File: config.mk
export PLATFORM = sky130hd
export DESIGN_NAME = bitmap_page_run_allocator
export DESIGN_NICKNAME = d
export VERILOG_FILES = /design/src/design/bpra_pkg.sv /design/src/design/bpra_dp.sv /design/src/design/bpra_ctrl.sv /design/src/design/bitmap_page_run_allocator.sv
export SDC_FILE = /design/constraint.sdc
export NUM_CORES = 1
export LEC_CHECK = 0
export BUFFER_PORTS_ARGS = -buffer_cell sky130_fd_sc_hd__buf_2
export CAP_MARGIN = 20
export CORE_UTILIZATION = 25
export DETAILED_ROUTE_END_ITERATION = 12
export GPL_ROUTABILITY_DRIVEN = 0
export PLACE_DENSITY = 0.49
export SYNTH_ARGS = -nofsm -noshare
export SYNTH_HDL_FRONTEND = slang
export SYNTH_SLANG_ARGS = --single-unit
File: constraint.sdc
create_clock -name aclk -period 3.8 [get_ports aclk]
set_clock_uncertainty 0.2 [all_clocks]
set_input_delay 0.76 -clock aclk [delete_from_list [all_inputs] [get_ports aclk]]
set_output_delay 0.76 -clock aclk [all_outputs]
set_load 0.03 [all_outputs]
File: src/design/bpra_pkg.sv
// ---------------------------------------------------------------------------
// bpra_pkg
// Shared types, codes and helpers of the bitmap page run allocator.
// ---------------------------------------------------------------------------
`default_nettype none

package bpra_pkg;

    localparam int NUM_PAGES = 32;
    localparam int PAGE_W    = $clog2(NUM_PAGES);
    localparam int CNT_W     = 6;
    localparam int START_W   = 5;
    localparam int FIRST_W   = 5;
    localparam int STATUS_W  = 2;
    localparam int SUM_W     = ((PAGE_W > CNT_W) ? PAGE_W : CNT_W) + 1;

    localparam int S_TDATA_W = 16;
    localparam int M_TDATA_W = 8;

    localparam logic OP_ALLOC = 1'b0;
    localparam logic OP_FREE  = 1'b1;

    localparam logic [STATUS_W-1:0] ST_OK         = 2'd0;
    localparam logic [STATUS_W-1:0] ST_NO_SPACE   = 2'd1;
    localparam logic [STATUS_W-1:0] ST_ZERO_COUNT = 2'd2;

    typedef enum logic [1:0] {
        S_IDLE,
        S_DECODE,
        S_SCAN,
        S_DONE
    } state_t;

    typedef struct packed {
        logic accept;
        logic do_free;
        logic set_zero;
        logic scan;
        logic load_out;
    } dp_cmd_t;

    typedef struct packed {
        logic op_free;
        logic cnt_zero;
        logic hit;
        logic last_page;
        logic out_busy;
    } dp_status_t;

    // pages first .. first+count-1, clipped at the last page
    function automatic logic [NUM_PAGES-1:0] run_mask(
        input logic [SUM_W-1:0] first,
        input logic [CNT_W-1:0] count
    );
        logic [NUM_PAGES-1:0] mask;
        logic [SUM_W-1:0]     stop;
        stop = first + SUM_W'(count);
        for (int i = 0; i < NUM_PAGES; i++) begin
            mask[i] = (SUM_W'(i) >= first) && (SUM_W'(i) < stop);
        end
        return mask;
    endfunction

endpackage

`default_nettype wire

File: src/design/bpra_dp.sv
// ---------------------------------------------------------------------------
// bpra_dp
// Datapath: page bitmap, request latch, first-fit scan and result register.
// ---------------------------------------------------------------------------
`default_nettype none

module bpra_dp (
    input  wire logic                           aclk,
    input  wire logic                           aresetn,
    input  wire bpra_pkg::dp_cmd_t              cmd,
    output bpra_pkg::dp_status_t                stat,
    input  wire logic                           req_op,
    input  wire logic [bpra_pkg::CNT_W-1:0]     req_count,
    input  wire logic [bpra_pkg::START_W-1:0]   req_start,
    output logic                                out_valid,
    input  wire logic                           out_ready,
    output logic [bpra_pkg::STATUS_W-1:0]       out_status,
    output logic [bpra_pkg::FIRST_W-1:0]        out_first
);

    logic [bpra_pkg::NUM_PAGES-1:0] map_reg, map_next;
    logic                           op_reg;
    logic [bpra_pkg::CNT_W-1:0]     count_reg;
    logic [bpra_pkg::START_W-1:0]   start_reg;
    logic [bpra_pkg::PAGE_W-1:0]    page_reg;
    logic [bpra_pkg::SUM_W-1:0]     run_reg;
    logic [bpra_pkg::SUM_W-1:0]     run_start_reg;
    logic [bpra_pkg::STATUS_W-1:0]  status_reg;
    logic [bpra_pkg::FIRST_W-1:0]   first_reg;
    logic                           out_valid_reg;
    logic [bpra_pkg::STATUS_W-1:0]  out_status_reg;
    logic [bpra_pkg::FIRST_W-1:0]   out_first_reg;

    logic                           page_used;
    logic [bpra_pkg::SUM_W-1:0]     run_inc;
    logic [bpra_pkg::SUM_W-1:0]     start_now;
    logic                           hit;

    assign page_used = map_reg[page_reg];
    assign run_inc   = run_reg + bpra_pkg::SUM_W'(1);
    assign start_now = (run_reg == '0) ? bpra_pkg::SUM_W'(page_reg) : run_start_reg;
    assign hit       = !page_used && (run_inc == bpra_pkg::SUM_W'(count_reg));

    always_comb begin
        map_next = map_reg;
        if (cmd.do_free) begin
            map_next = map_reg &
                ~bpra_pkg::run_mask(bpra_pkg::SUM_W'(start_reg), count_reg);
        end else if (cmd.scan && hit) begin
            map_next = map_reg | bpra_pkg::run_mask(start_now, count_reg);
        end
    end

    always_ff @(posedge aclk) begin
        if (!aresetn) begin
            map_reg       <= '0;
            out_valid_reg <= 1'b0;
        end else begin
            map_reg <= map_next;
            if (cmd.load_out) begin
                out_valid_reg <= 1'b1;
            end else if (out_ready) begin
                out_valid_reg <= 1'b0;
            end
        end
    end

    always_ff @(posedge aclk) begin
        if (cmd.accept) begin
            op_reg     <= req_op;
            count_reg  <= req_count;
            start_reg  <= req_start;
            page_reg   <= '0;
            run_reg    <= '0;
            status_reg <= bpra_pkg::ST_OK;
            first_reg  <= '0;
        end else if (cmd.set_zero) begin
            status_reg <= bpra_pkg::ST_ZERO_COUNT;
        end else if (cmd.scan) begin
            page_reg <= page_reg + bpra_pkg::PAGE_W'(1);
            if (page_used) begin
                run_reg <= '0;
            end else begin
                run_reg       <= run_inc;
                run_start_reg <= start_now;
            end
            if (hit) begin
                first_reg <= bpra_pkg::FIRST_W'(start_now);
            end else if (page_reg == bpra_pkg::PAGE_W'(bpra_pkg::NUM_PAGES - 1)) begin
                status_reg <= bpra_pkg::ST_NO_SPACE;
            end
        end
        if (cmd.load_out) begin
            out_status_reg <= status_reg;
            out_first_reg  <= first_reg;
        end
    end

    assign stat.op_free   = (op_reg == bpra_pkg::OP_FREE);
    assign stat.cnt_zero  = (count_reg == '0);
    assign stat.hit       = hit;
    assign stat.last_page = (page_reg == bpra_pkg::PAGE_W'(bpra_pkg::NUM_PAGES - 1));
    assign stat.out_busy  = out_valid_reg && !out_ready;

    assign out_valid  = out_valid_reg;
    assign out_status = out_status_reg;
    assign out_first  = out_first_reg;

endmodule

`default_nettype wire

File: src/design/bpra_ctrl.sv
// ---------------------------------------------------------------------------
// bpra_ctrl
// Controller: sequences accept, decode, bitmap scan and result hand-off.
// ---------------------------------------------------------------------------
`default_nettype none

module bpra_ctrl (
    input  wire logic                  aclk,
    input  wire logic                  aresetn,
    input  wire logic                  in_valid,
    output logic                       in_ready,
    input  wire bpra_pkg::dp_status_t  stat,
    output bpra_pkg::dp_cmd_t          cmd
);

    bpra_pkg::state_t state_reg, state_next;

    always_ff @(posedge aclk) begin
        if (!aresetn) begin
            state_reg <= bpra_pkg::S_IDLE;
        end else begin
            state_reg <= state_next;
        end
    end

    always_comb begin
        state_next = state_reg;
        cmd        = '0;
        in_ready   = 1'b0;
        unique case (state_reg)
            bpra_pkg::S_IDLE: begin
                in_ready = aresetn;
                if (in_valid && aresetn) begin
                    cmd.accept = 1'b1;
                    state_next = bpra_pkg::S_DECODE;
                end
            end
            bpra_pkg::S_DECODE: begin
                if (stat.op_free) begin
                    cmd.do_free = 1'b1;
                    state_next  = bpra_pkg::S_DONE;
                end else if (stat.cnt_zero) begin
                    cmd.set_zero = 1'b1;
                    state_next   = bpra_pkg::S_DONE;
                end else begin
                    state_next = bpra_pkg::S_SCAN;
                end
            end
            bpra_pkg::S_SCAN: begin
                cmd.scan = 1'b1;
                if (stat.hit || stat.last_page) begin
                    state_next = bpra_pkg::S_DONE;
                end
            end
            bpra_pkg::S_DONE: begin
                if (!stat.out_busy) begin
                    cmd.load_out = 1'b1;
                    state_next   = bpra_pkg::S_IDLE;
                end
            end
            default: begin
                state_next = bpra_pkg::S_IDLE;
            end
        endcase
    end

endmodule

`default_nettype wire

File: src/design/bitmap_page_run_allocator.sv
// ---------------------------------------------------------------------------
// bitmap_page_run_allocator
// First-fit allocator of contiguous page runs over a used/free page bitmap.
//
// Usage:
//   Input item (s_): s_tuser holds the opcode (0 allocate, 1 free); s_tdata
//   holds page_count and start_page. Result item (m_): m_tdata holds status
//   (0 ok, 1 no space, 2 zero count) and first_page.
//   Items are taken one at a time. A free or a zero-count allocate goes
//   from decode straight to the result with no scan. An allocate scans the
//   bitmap one page per cycle from page 0 and stops at the last page of the
//   first run that fits, or after the last page when no run fits.
//   A new item is accepted in the cycle after the result is loaded into
//   the output register, even while that result still waits on m_tready.
//   A stalled receiver holds m_tvalid and m_tdata; once the output register
//   is full and the next result is ready, the block holds until it drains.
//   Reset marks every page free and drops any pending result.
// ---------------------------------------------------------------------------
`default_nettype none

module bitmap_page_run_allocator (
    input  wire logic                              aclk,
    input  wire logic                              aresetn,
    input  wire logic                              s_tvalid,
    output logic                                   s_tready,
    input  wire logic [bpra_pkg::S_TDATA_W-1:0]    s_tdata,  // page_count[5:0], start_page[10:6]
    input  wire logic [0:0]                        s_tuser,  // opcode[0]
    output logic                                   m_tvalid,
    input  wire logic                              m_tready,
    output logic [bpra_pkg::M_TDATA_W-1:0]         m_tdata   // status[1:0], first_page[6:2]
);

    bpra_pkg::dp_cmd_t               cmd;
    bpra_pkg::dp_status_t            stat;
    logic [bpra_pkg::STATUS_W-1:0]   out_status;
    logic [bpra_pkg::FIRST_W-1:0]    out_first;

    bpra_ctrl u_ctrl (
        .aclk     (aclk),
        .aresetn  (aresetn),
        .in_valid (s_tvalid),
        .in_ready (s_tready),
        .stat     (stat),
        .cmd      (cmd)
    );

    bpra_dp u_dp (
        .aclk       (aclk),
        .aresetn    (aresetn),
        .cmd        (cmd),
        .stat       (stat),
        .req_op     (s_tuser[0]),
        .req_count  (s_tdata[bpra_pkg::CNT_W-1:0]),
        .req_start  (s_tdata[bpra_pkg::CNT_W +: bpra_pkg::START_W]),
        .out_valid  (m_tvalid),
        .out_ready  (m_tready),
        .out_status (out_status),
        .out_first  (out_first)
    );

    assign m_tdata = bpra_pkg::M_TDATA_W'({out_first, out_status});

endmodule

`default_nettype wire

==> results_dict.tcl, run 1 <==
set metrics [dict create \
    status "finished, final reports clean" \
    synthesis.nets 630 \
    clock_sinks 80 \
    initial_core_util_pct 25.6 \
    worst_slew_pin_slew_ns 0.759 \
    core_region_area_um2 20200 \
    cp_top_family "compound AO/OA/AOI/OAI gates" \
    fillers 2144 \
    postLayoutCoreUtil_pct 30.6 \
    drtIter0Drc 328 \
    syn_avg_cell_area_um2 8.81 \
    wl_mm 16.4 \
    finalSetupViolations 0 \
    setup.worst_path.start "u_dp.run_reg[6]" \
    fp.dieH_um 146 \
    async_flop_share_pct 0 \
    fin_cells 907 \
    overflow 0 \
    area_delta_synth_final_pct 19.9 \
    period_minus_slack_ns 3.62 \
    crit_path_start_kind "flip-flop" \
    synth_warnings 0 \
    nNetsFinal 675 \
    synth_flop_cell "dfxtp_1" \
    grt_max_degree 29 \
    routed_via_density 5.22 \
    io_buffers 24 \
    p_per_area_nw_per_um2 709 \
    dieArea_um2 21300 \
    vdd_drop_max_mv 0.271 \
    path_buf_inv 3 \
    total_power_mw 4.40 \
    fin_tns_setup_ns 0 \
    crit_path_max_fanout 8 \
    antenna_left 0 \
    dp.cells 884 \
    pin_count 31 \
    cts_buffers 9 \
    root_buffer "clkbuf_16" \
    synthDistinctLibCells 69 \
    ctsHoldBuffers 0 \
    worstPathCellList "nor4_4, nand3b_1, buf_6, mux2i_4, buf_4, fa_1, nand2b_4, a21o_1, a21oi_2, xor2_2, nand4b_1, buf_6, o2111a_1, o211a_1" \
    wl_per_cell_um 18.0 \
    synth_area_um2 5170 \
    min_path_type "reg -> reg" \
    drcViolationCount 0 \
    finalHoldViolCount 0 \
    antenna_found_initial 0 \
    largest_register_ffs 32 \
    grt_pass1_wl_mm 25.8 \
    multi_input_area_um2 3100 \
    synth_edf_count 26 \
    timing.critical_path.mode_cell "buf_6" \
    yosysSeqAreaShare_pct 36.0 \
    cp_slowest_cell "fa_1" \
    drive_above_1_share_pct 17.6 \
    period_share_pct 95.3 \
    clkSlewWorstSetupHoldPaths_ns 0.06 \
    slew_headroom_pct 48.9 \
    via_count 4732 \
    cts_htree_levels 3 \
    synthCells 587 \
    whs_ns 0.235 \
    rows 52 \
    timing.final.ws_setup_ns 0.178 \
    critPathKind "reg -> reg" \
    critPathRequiredTime_ns 3.83 \
    final_cell_area_um2 6200 \
    clk_latency_ns 0.35 \
    leakage_nw 2.32 \
    dieWidth_um 146 \
    r2r_start "u_dp.run_reg[6]" \
    cpPeakStageDelay_ns 0.40 \
    min_from "u_dp.status_reg[0]" \
    synth_seq_cells 80 \
    diodes 0 \
    clockBufferDepth 2 \
    arrival_ns 3.66 \
    dp_hpwl_mm 12.3 \
    first_global_vias 4680 \
    slew_violations 0 \
    first_pass_iters 5 \
    cts_tree "built" \
    maxCapViolCount 0 \
    dpl_worst_slack_ns 0.109 \
    place_area_um2 5780 \
    register_area_um2 1860 \
    endpoint_kind "flip-flop" \
    fmax_mhz 276 \
    track_usage_pct 15.8 \
]
## cells in the mapped netlist (6+ instances only)
library cell,instances,area share (%)
a21oi_1,36,3.5
a41oi_1,7,1.2
and2_1,10,1.2
buf_2,10,0.97
clkbuf_1,20,1.5
dfxtp_1,54,21
edfxtp_1,26,15
ha_1,20,4.8
inv_1,28,2.0
mux2i_1,26,5.0
nand2_1,57,4.1
nand2b_1,6,0.73
nand3_1,14,1.4
nor2_1,49,3.6
nor2b_1,6,0.73
nor3_1,13,1.3
nor4_1,18,2.2
o2111ai_1,7,1.2
o211a_1,7,1.4
o211ai_1,13,1.9
o21a_1,7,1.0
o21ai_0,34,3.3
o31ai_1,6,0.87
xnor2_1,8,1.4
xor2_1,9,1.5
## layout make-up
type	instances	area share [%]
Clock buffer	13	4.72
Clock inverter	3	0.303
Inverter	31	1.88
Multi-Input combinational cell	444	50.1
Sequential cell	80	30.0
Tap cell	270	5.45
Timing Repair Buffer	66	7.55
## routing by layer
layer | vias to the layer above | track usage [%] | share of wire (%)
met4 | 0 | 7.53 | 3.6
li1 | 2283 | - | -
met1 | 2266 | 20.5 | 46
met5 | - | 0 | 0
met2 | 151 | 24.9 | 45
met3 | 32 | 3.67 | 5.4
## where the power goes
group | switching [mW] | internal (mW) | total, mW
clock | 0.358 | 0.541 | 0.899
combinational | 1.49 | 0.923 | 2.42
sequential | 0.0937 | 0.987 | 1.08
total | 1.95 | 2.45 | 4.40
## worst paths after layout
| kind | end | slack, ns | cells after the start |
|---|---|---|---|
| setup / recovery | u_dp.map_reg[18] | 0.18 | 14 |
| hold / removal | u_dp.out_status[0] | 0.23 | 0 |
| setup reg to reg | u_dp.map_reg[18] | 0.18 | 14 |
| hold reg to reg | u_dp.out_status[0] | 0.23 | 0 |
## repair_timing
action | CTS | global route
setup buffers | 0 | 7
setup endpoints to repair | 0 | 28
resized for setup | 0 | 11
## cells in the final DEF (no fill, tap or decap), types with 8 or more instances in the layout
master     netlist  layout
nand2_1         57      57
dfxtp_1         54      53
nor2_1          49      49
buf_4            1      38
a21oi_1         36      35
o21ai_0         34      34
inv_1           28      28
mux2i_1         26      26
edfxtp_1        26      26
buf_2           10      24
ha_1            20      19
nor4_1          18      17
nand3_1         14      14
o211ai_1        13      13
nor3_1          13      13
clkbuf_16        0      11
and2_1          10      10
xnor2_1          8       8
xor2_1           9       8
## kinds of logic after synthesis
family                     synth area share (%)
adders and majority gates                  5.61
buffers and inverters                      5.03
and+or+nand+nor                            18.5
other                                    0.0725
xor gates and xnor gates                   3.31
DFF                                        36.0
muxes                                      6.34
AOI/OAI and AO/OA                          25.1
No activity file was read; power rests on OpenSTA's default activity.
==> inputs of run 2 (changes only) <==
Settings changed: PLACE_DENSITY 0.49 to 0.48.
Clock period 3.8 ns to 4.3 ns, I/O delays scaled along.
==> run 2 against run 1 <==
Effect of this change:
- register-to-register slack improved by 0.18 ns
- final cell count decreased by 2.1%
- combinational power decreased by 17%
- largest cell class unchanged
- highest routed layer unchanged
==> results_dict.tcl, run 2 (synthesis gave the netlist of run 1 again) <==
set metrics [dict create \
    cp_top_family "simple AND/OR/NAND/NOR gates" \
    crit_path_max_fanout 7 \
    final_cell_area_um2 5980 \
    drtIter0Drc 261 \
    endpoint_kind "flip-flop" \
    clkSlewWorstSetupHoldPaths_ns 0.06 \
    track_usage_pct 15.9 \
    fin_tns_setup_ns 0 \
    crit_path_start_kind "flip-flop" \
    rsz0062_at_grt "false" \
    timing.critical_path.mode_cell "inv_1" \
    arrival_ns 3.98 \
    clk_latency_ns 0.35 \
    pin_count 31 \
    area_delta_synth_final_pct 15.7 \
    r2r_cells 15 \
    grt_max_degree 29 \
    status "finished, final reports clean" \
    swShare_pct 45.4 \
    antenna_left 0 \
    routed_via_density 5.33 \
    switchingPower_mw 1.73 \
    worstHoldEndpoint "u_dp.out_status[0]" \
    seq_power_share_pct 25.3 \
    nNetsFinal 656 \
    drcViolationCount 0 \
    largest_register_ffs 32 \
    fp.dieH_um 146 \
    cts_htree_levels 3 \
    m1WireLength_mm 7.34 \
    wl_per_cell_um 18.5 \
    fin_cells 888 \
    core_region_area_um2 20200 \
    fmax_mhz 253 \
    r2r_start "u_dp.run_reg[4]" \
    root_buffer "clkbuf_16" \
    rows 52 \
    cpPeakStageDelay_ns 0.43 \
    vdd_drop_max_mv 0.270 \
    period_share_pct 91.8 \
    register_area_um2 1860 \
    cp_slowest_cell "fa_1" \
    wl_mm 16.4 \
    first_global_vias 4684 \
    dr_wl_met2_mm 7.57 \
    maxCapViolCount 0 \
    met3WireLength_mm 1.20 \
    r2r_end "u_dp.map_reg[18]" \
    combPwrFrac_pct 52.6 \
    cts_buffers 9 \
    initial_core_util_pct 25.6 \
    dp.cells 871 \
    min_from "u_dp.status_reg[0]" \
    min_path_type "reg -> reg" \
    grt_pass1_wl_mm 26.0 \
    leakage_nw 2.21 \
    dieArea_um2 21300 \
    dp_hpwl_mm 12.2 \
    p_per_area_nw_per_um2 636 \
    clock_sinks 80 \
    whs_path_depth 0 \
    clockBufferDepth 2 \
    highest_layer "met4" \
    worst_slew_pin_slew_ns 0.788 \
    overflow 0 \
    via_count 4731 \
    slew_headroom_pct 46.9 \
    dieWidth_um 146 \
    place_area_um2 5650 \
    first_pass_iters 5 \
    fillers 2150 \
    slew_violations 0 \
    cts_tree "built" \
    path_buf_inv 3 \
    critPathRequiredTime_ns 4.33 \
    mostFrequentLayoutCell "nand2_1" \
    period_minus_slack_ns 3.95 \
    finalHoldViolCount 0 \
    r2r_setup_slack_ns 0.35 \
    multi_input_area_um2 3050 \
    io_buffers 24 \
    internal_power_mw 2.08 \
    critPathKind "reg -> reg" \
    finalSetupViolations 0 \
    worstPathCellList "nor4_1, nand3b_1, buf_4, mux2i_1, inv_1, ha_1, inv_1, fa_1, nand2b_1, a21o_1, a21oi_1, xor2_1, nand4b_1, o2111a_1, o211a_1" \
    antenna_found_initial 0 \
    drive_above_1_share_pct 13.8 \
    diodes 0 \
    whs_ns 0.232 \
    clockPowerShare_pct 22.2 \
    layout_common_cells "57 x nand2_1, 54 x dfxtp_1, 49 x nor2_1, 36 x a21oi_1, 34 x o21ai_0" \
]
run 2: changes by cell type in the layout (fill, tap and decap cells not counted), moves of 2 or more:
cell / delta
buf_4: -15
buf_12: -2
buf_6: -2
bufinv_16: +2
clkbuf_16: -2
run 2: stage by stage:
stage | utilization [%] | power (mW) | setup slack, ns
after floorplan | - | 2.29 | 0.474
after global placement | 27.9 | 2.90 | 0.213
after detailed placement | 27.9 | 2.93 | 0.231
after CTS | 29.5 | 3.78 | 0.196
after global routing | 29.6 | 4.04 | 0.0743
final | 29.6 | 3.81 | 0.353
run 2: cell type report:
class                   count  share of cell area, %
clock inverters             6                   1.38
repair buffers             47                   4.90
well taps                 270                   5.65
clock buffers              10                   4.00
flip-flops and latches     80                   31.1
inverters                  31                   1.95
multi-input cells         444                   51.0
run 2: power by group through the flow:
stage	sequential [mW]	combinational, mW	clock, mW
detailed placement	0.976	1.95	0
CTS	0.961	1.96	0.861
floorplan	0.952	1.34	0
global placement	0.974	1.93	0
finish	0.962	2.00	0.843
global route	0.971	2.17	0.894
run 2: worst max-delay path by stage:
stage               slack [ns]  depth (start not counted)             from          endpoint
floorplan                 0.47                         17  u_dp.run_reg[4]  u_dp.map_reg[13]
global placement          0.21                         14  u_dp.run_reg[4]  u_dp.map_reg[27]
finish                    0.35                         15  u_dp.run_reg[4]  u_dp.map_reg[18]
CTS                       0.20                         14  u_dp.run_reg[4]  u_dp.map_reg[27]
detailed placement        0.23                         14  u_dp.run_reg[4]  u_dp.map_reg[27]
global route              0.07                         15  u_dp.run_reg[4]  u_dp.map_reg[20]
run 2: timing repair:
action,4_1_cts,5_1_grt
buffers inserted,0,1
setup endpoints to repair,0,8
gates resized for setup,0,1
hold buffers,0,0
run 2: worst register-to-register path, cell delays in order, from the launching register on:
cell	delay, ns
dfxtp_1	0.38
nor4_1	0.34
nand3b_1	0.13
buf_4	0.19
mux2i_1	0.15
inv_1	0.10
ha_1	0.18
inv_1	0.06
fa_1	0.43
nand2b_1	0.19
a21o_1	0.19
a21oi_1	0.16
xor2_1	0.29
nand4b_1	0.33
o2111a_1	0.33
o211a_1	0.20
run 2: layer usage:
layer,global-route usage [%],up-vias
li1,-,2250
met1,20.6,2246
met2,25.7,209
met3,4.14,26
met4,4.74,0
met5,0,-
==> inputs of run 3 (changes only) <==
Clock period 4.3 ns to 4.2 ns, I/O delays scaled along.
==> run 3 against run 2 <==
Effect of this change:
- worst hold slack improved by 0.0025 ns
- count of clock-buffer cells in the layout rose by 2
- setup slack got worse by 0.094 ns
- final cell count rose by 0.23%
- non-clock buffer count rose by 2
- first-iteration DRC count rose by 37%
- cell area rose by 0.75%
- total power rose by 3.8%
- largest cell class unchanged
==> results_dict.tcl, run 3 (synthesis gave the netlist of run 1 again) <==
set metrics [dict create \
    status "finished, final reports clean" \
    critPathKind "reg -> reg" \
    first_global_vias 4407 \
    grt_max_degree 29 \
    drcViolationCount 0 \
    cp_slowest_cell "fa_1" \
    dieWidth_um 146 \
    finalHoldViolCount 0 \
    nNetsFinal 658 \
    antenna_found_initial 0 \
    dpl_worst_slack_ns 0.234 \
    cpPeakStageDelay_ns 0.43 \
    largest_register_ffs 32 \
    initial_core_util_pct 25.6 \
    min_path_type "reg -> reg" \
    root_buffer "clkbuf_16" \
    crit_path_max_fanout 13 \
    grt_use_met1_pct 20.9 \
    period_share_pct 93.8 \
    mostFrequentLayoutCell "nand2_1" \
    clock_sinks 80 \
    io_buffers 24 \
    track_usage_pct 15.6 \
    path_buf_inv 5 \
    drive_above_1_share_pct 13.9 \
    timing.final.ws_setup_ns 0.259 \
    fp.dieH_um 146 \
    maxCapViolCount 0 \
    leakage_nw 2.22 \
    grt_use_met2_pct 23.9 \
    fmax_mhz 254 \
    fin_cells 890 \
    slew_headroom_pct 48.5 \
    p_per_area_nw_per_um2 656 \
    multi_input_area_um2 3060 \
    clockBufferDepth 2 \
    arrival_ns 4.03 \
    worstPathCellList "nor4_2, nand3b_1, buf_12, mux2i_1, inv_1, ha_1, inv_1, fa_1, nand2b_1, a21o_1, a21oi_1, xor2_1, buf_4, and2_1, buf_12, a221oi_2, o221a_1" \
    cts_tree "built" \
    grt_pass1_wl_mm 25.5 \
    layout_common_cells "57 x nand2_1, 54 x dfxtp_1, 49 x nor2_1, 36 x a21oi_1, 34 x o21ai_0" \
    fillers 2135 \
    top_usage_layer "met2" \
    worst_slew_pin_slew_ns 0.765 \
    overflow 0 \
    cp_top_family "compound AO/OA/AOI/OAI gates" \
    cts_htree_levels 3 \
    via_count 4739 \
    period_minus_slack_ns 3.94 \
    endpoint_kind "flip-flop" \
    clk_latency_ns 0.35 \
    finalSetupViolations 0 \
    rows 52 \
    area_delta_synth_final_pct 16.5 \
    first_pass_iters 7 \
    wl_per_cell_um 18.2 \
    antenna_left 0 \
    whs_ns 0.234 \
    fin_tns_setup_ns 0 \
    critPathRequiredTime_ns 4.29 \
    slew_violations 0 \
    rsz0062_at_grt "false" \
    dieArea_um2 21300 \
    diodes 0 \
    pin_count 31 \
    clkSlewWorstSetupHoldPaths_ns 0.06 \
    register_area_um2 1860 \
    cts_buffers 9 \
    drtIter0Drc 358 \
    wl_mm 16.2 \
    dp_hpwl_mm 12.0 \
    ctsHoldBuffers 0 \
    crit_path_start_kind "flip-flop" \
    routed_via_density 5.32 \
    use_met3_pct 4.89 \
    dp.cells 872 \
    core_region_area_um2 20200 \
    vdd_drop_max_mv 0.281 \
]
## run 3: report_power, final
part | internal (mW) | leakage, nW | switching, mW
registers | 0.894 | 0.677 | 0.0962
logic | 0.758 | 1.39 | 1.35
clock network | 0.534 | 0.154 | 0.318
## run 3: per-layer routing
layer,wire length [um],vias to the layer above
li1,-,2254
met1,7460,2280
met2,7280,187
met3,1200,18
met4,284,0
met5,0,-
## run 3: worst reg2reg max path, cell delays in order (launching register included)
cell	delay (ns)
dfxtp_1	0.38
nor4_2	0.29
nand3b_1	0.17
buf_12	0.19
mux2i_1	0.14
inv_1	0.10
ha_1	0.17
inv_1	0.06
fa_1	0.43
nand2b_1	0.20
a21o_1	0.20
a21oi_1	0.20
xor2_1	0.12
buf_4	0.15
and2_1	0.16
buf_12	0.15
a221oi_2	0.35
o221a_1	0.24
## run 3: final cells by class
class                   instances  share of cell area [%]
inverters                      31                    1.93
clock inverters                 4                    1.14
flip-flops and latches         80                    30.9
repair buffers                 49                    5.52
clock buffers                  12                    4.09
well taps                     270                    5.61
multi-input cells             444                    50.8
## run 3: timing repair
item,CTS,global route
gates resized for setup,0,2
setup buffers,0,2
endpoints found under the setup margin,0,16
hold endpoints to repair,0,0
## run 3: path summary, 6_finish.rpt
check,to,cells after the start,from,slack [ns]
worst max-delay path,u_dp.map_reg[25],17,u_dp.run_reg[5],0.26
worst min-delay path,u_dp.out_first[2],0,u_dp.first_reg[2],0.23
worst max register to register,u_dp.map_reg[25],17,u_dp.run_reg[5],0.26
worst min register to register,u_dp.out_first[2],0,u_dp.first_reg[2],0.23
## run 3: per-stage QoR
step                total power [mW]  area [um^2]  utilization (%)
CTS                             3.91         6000             29.6
detailed placement              3.04         5680             28.1
global placement                3.02         5680             28.1
finish                          3.95         6030             29.8
floorplan                       2.35         5170                -
global route                    4.20         6030             29.8
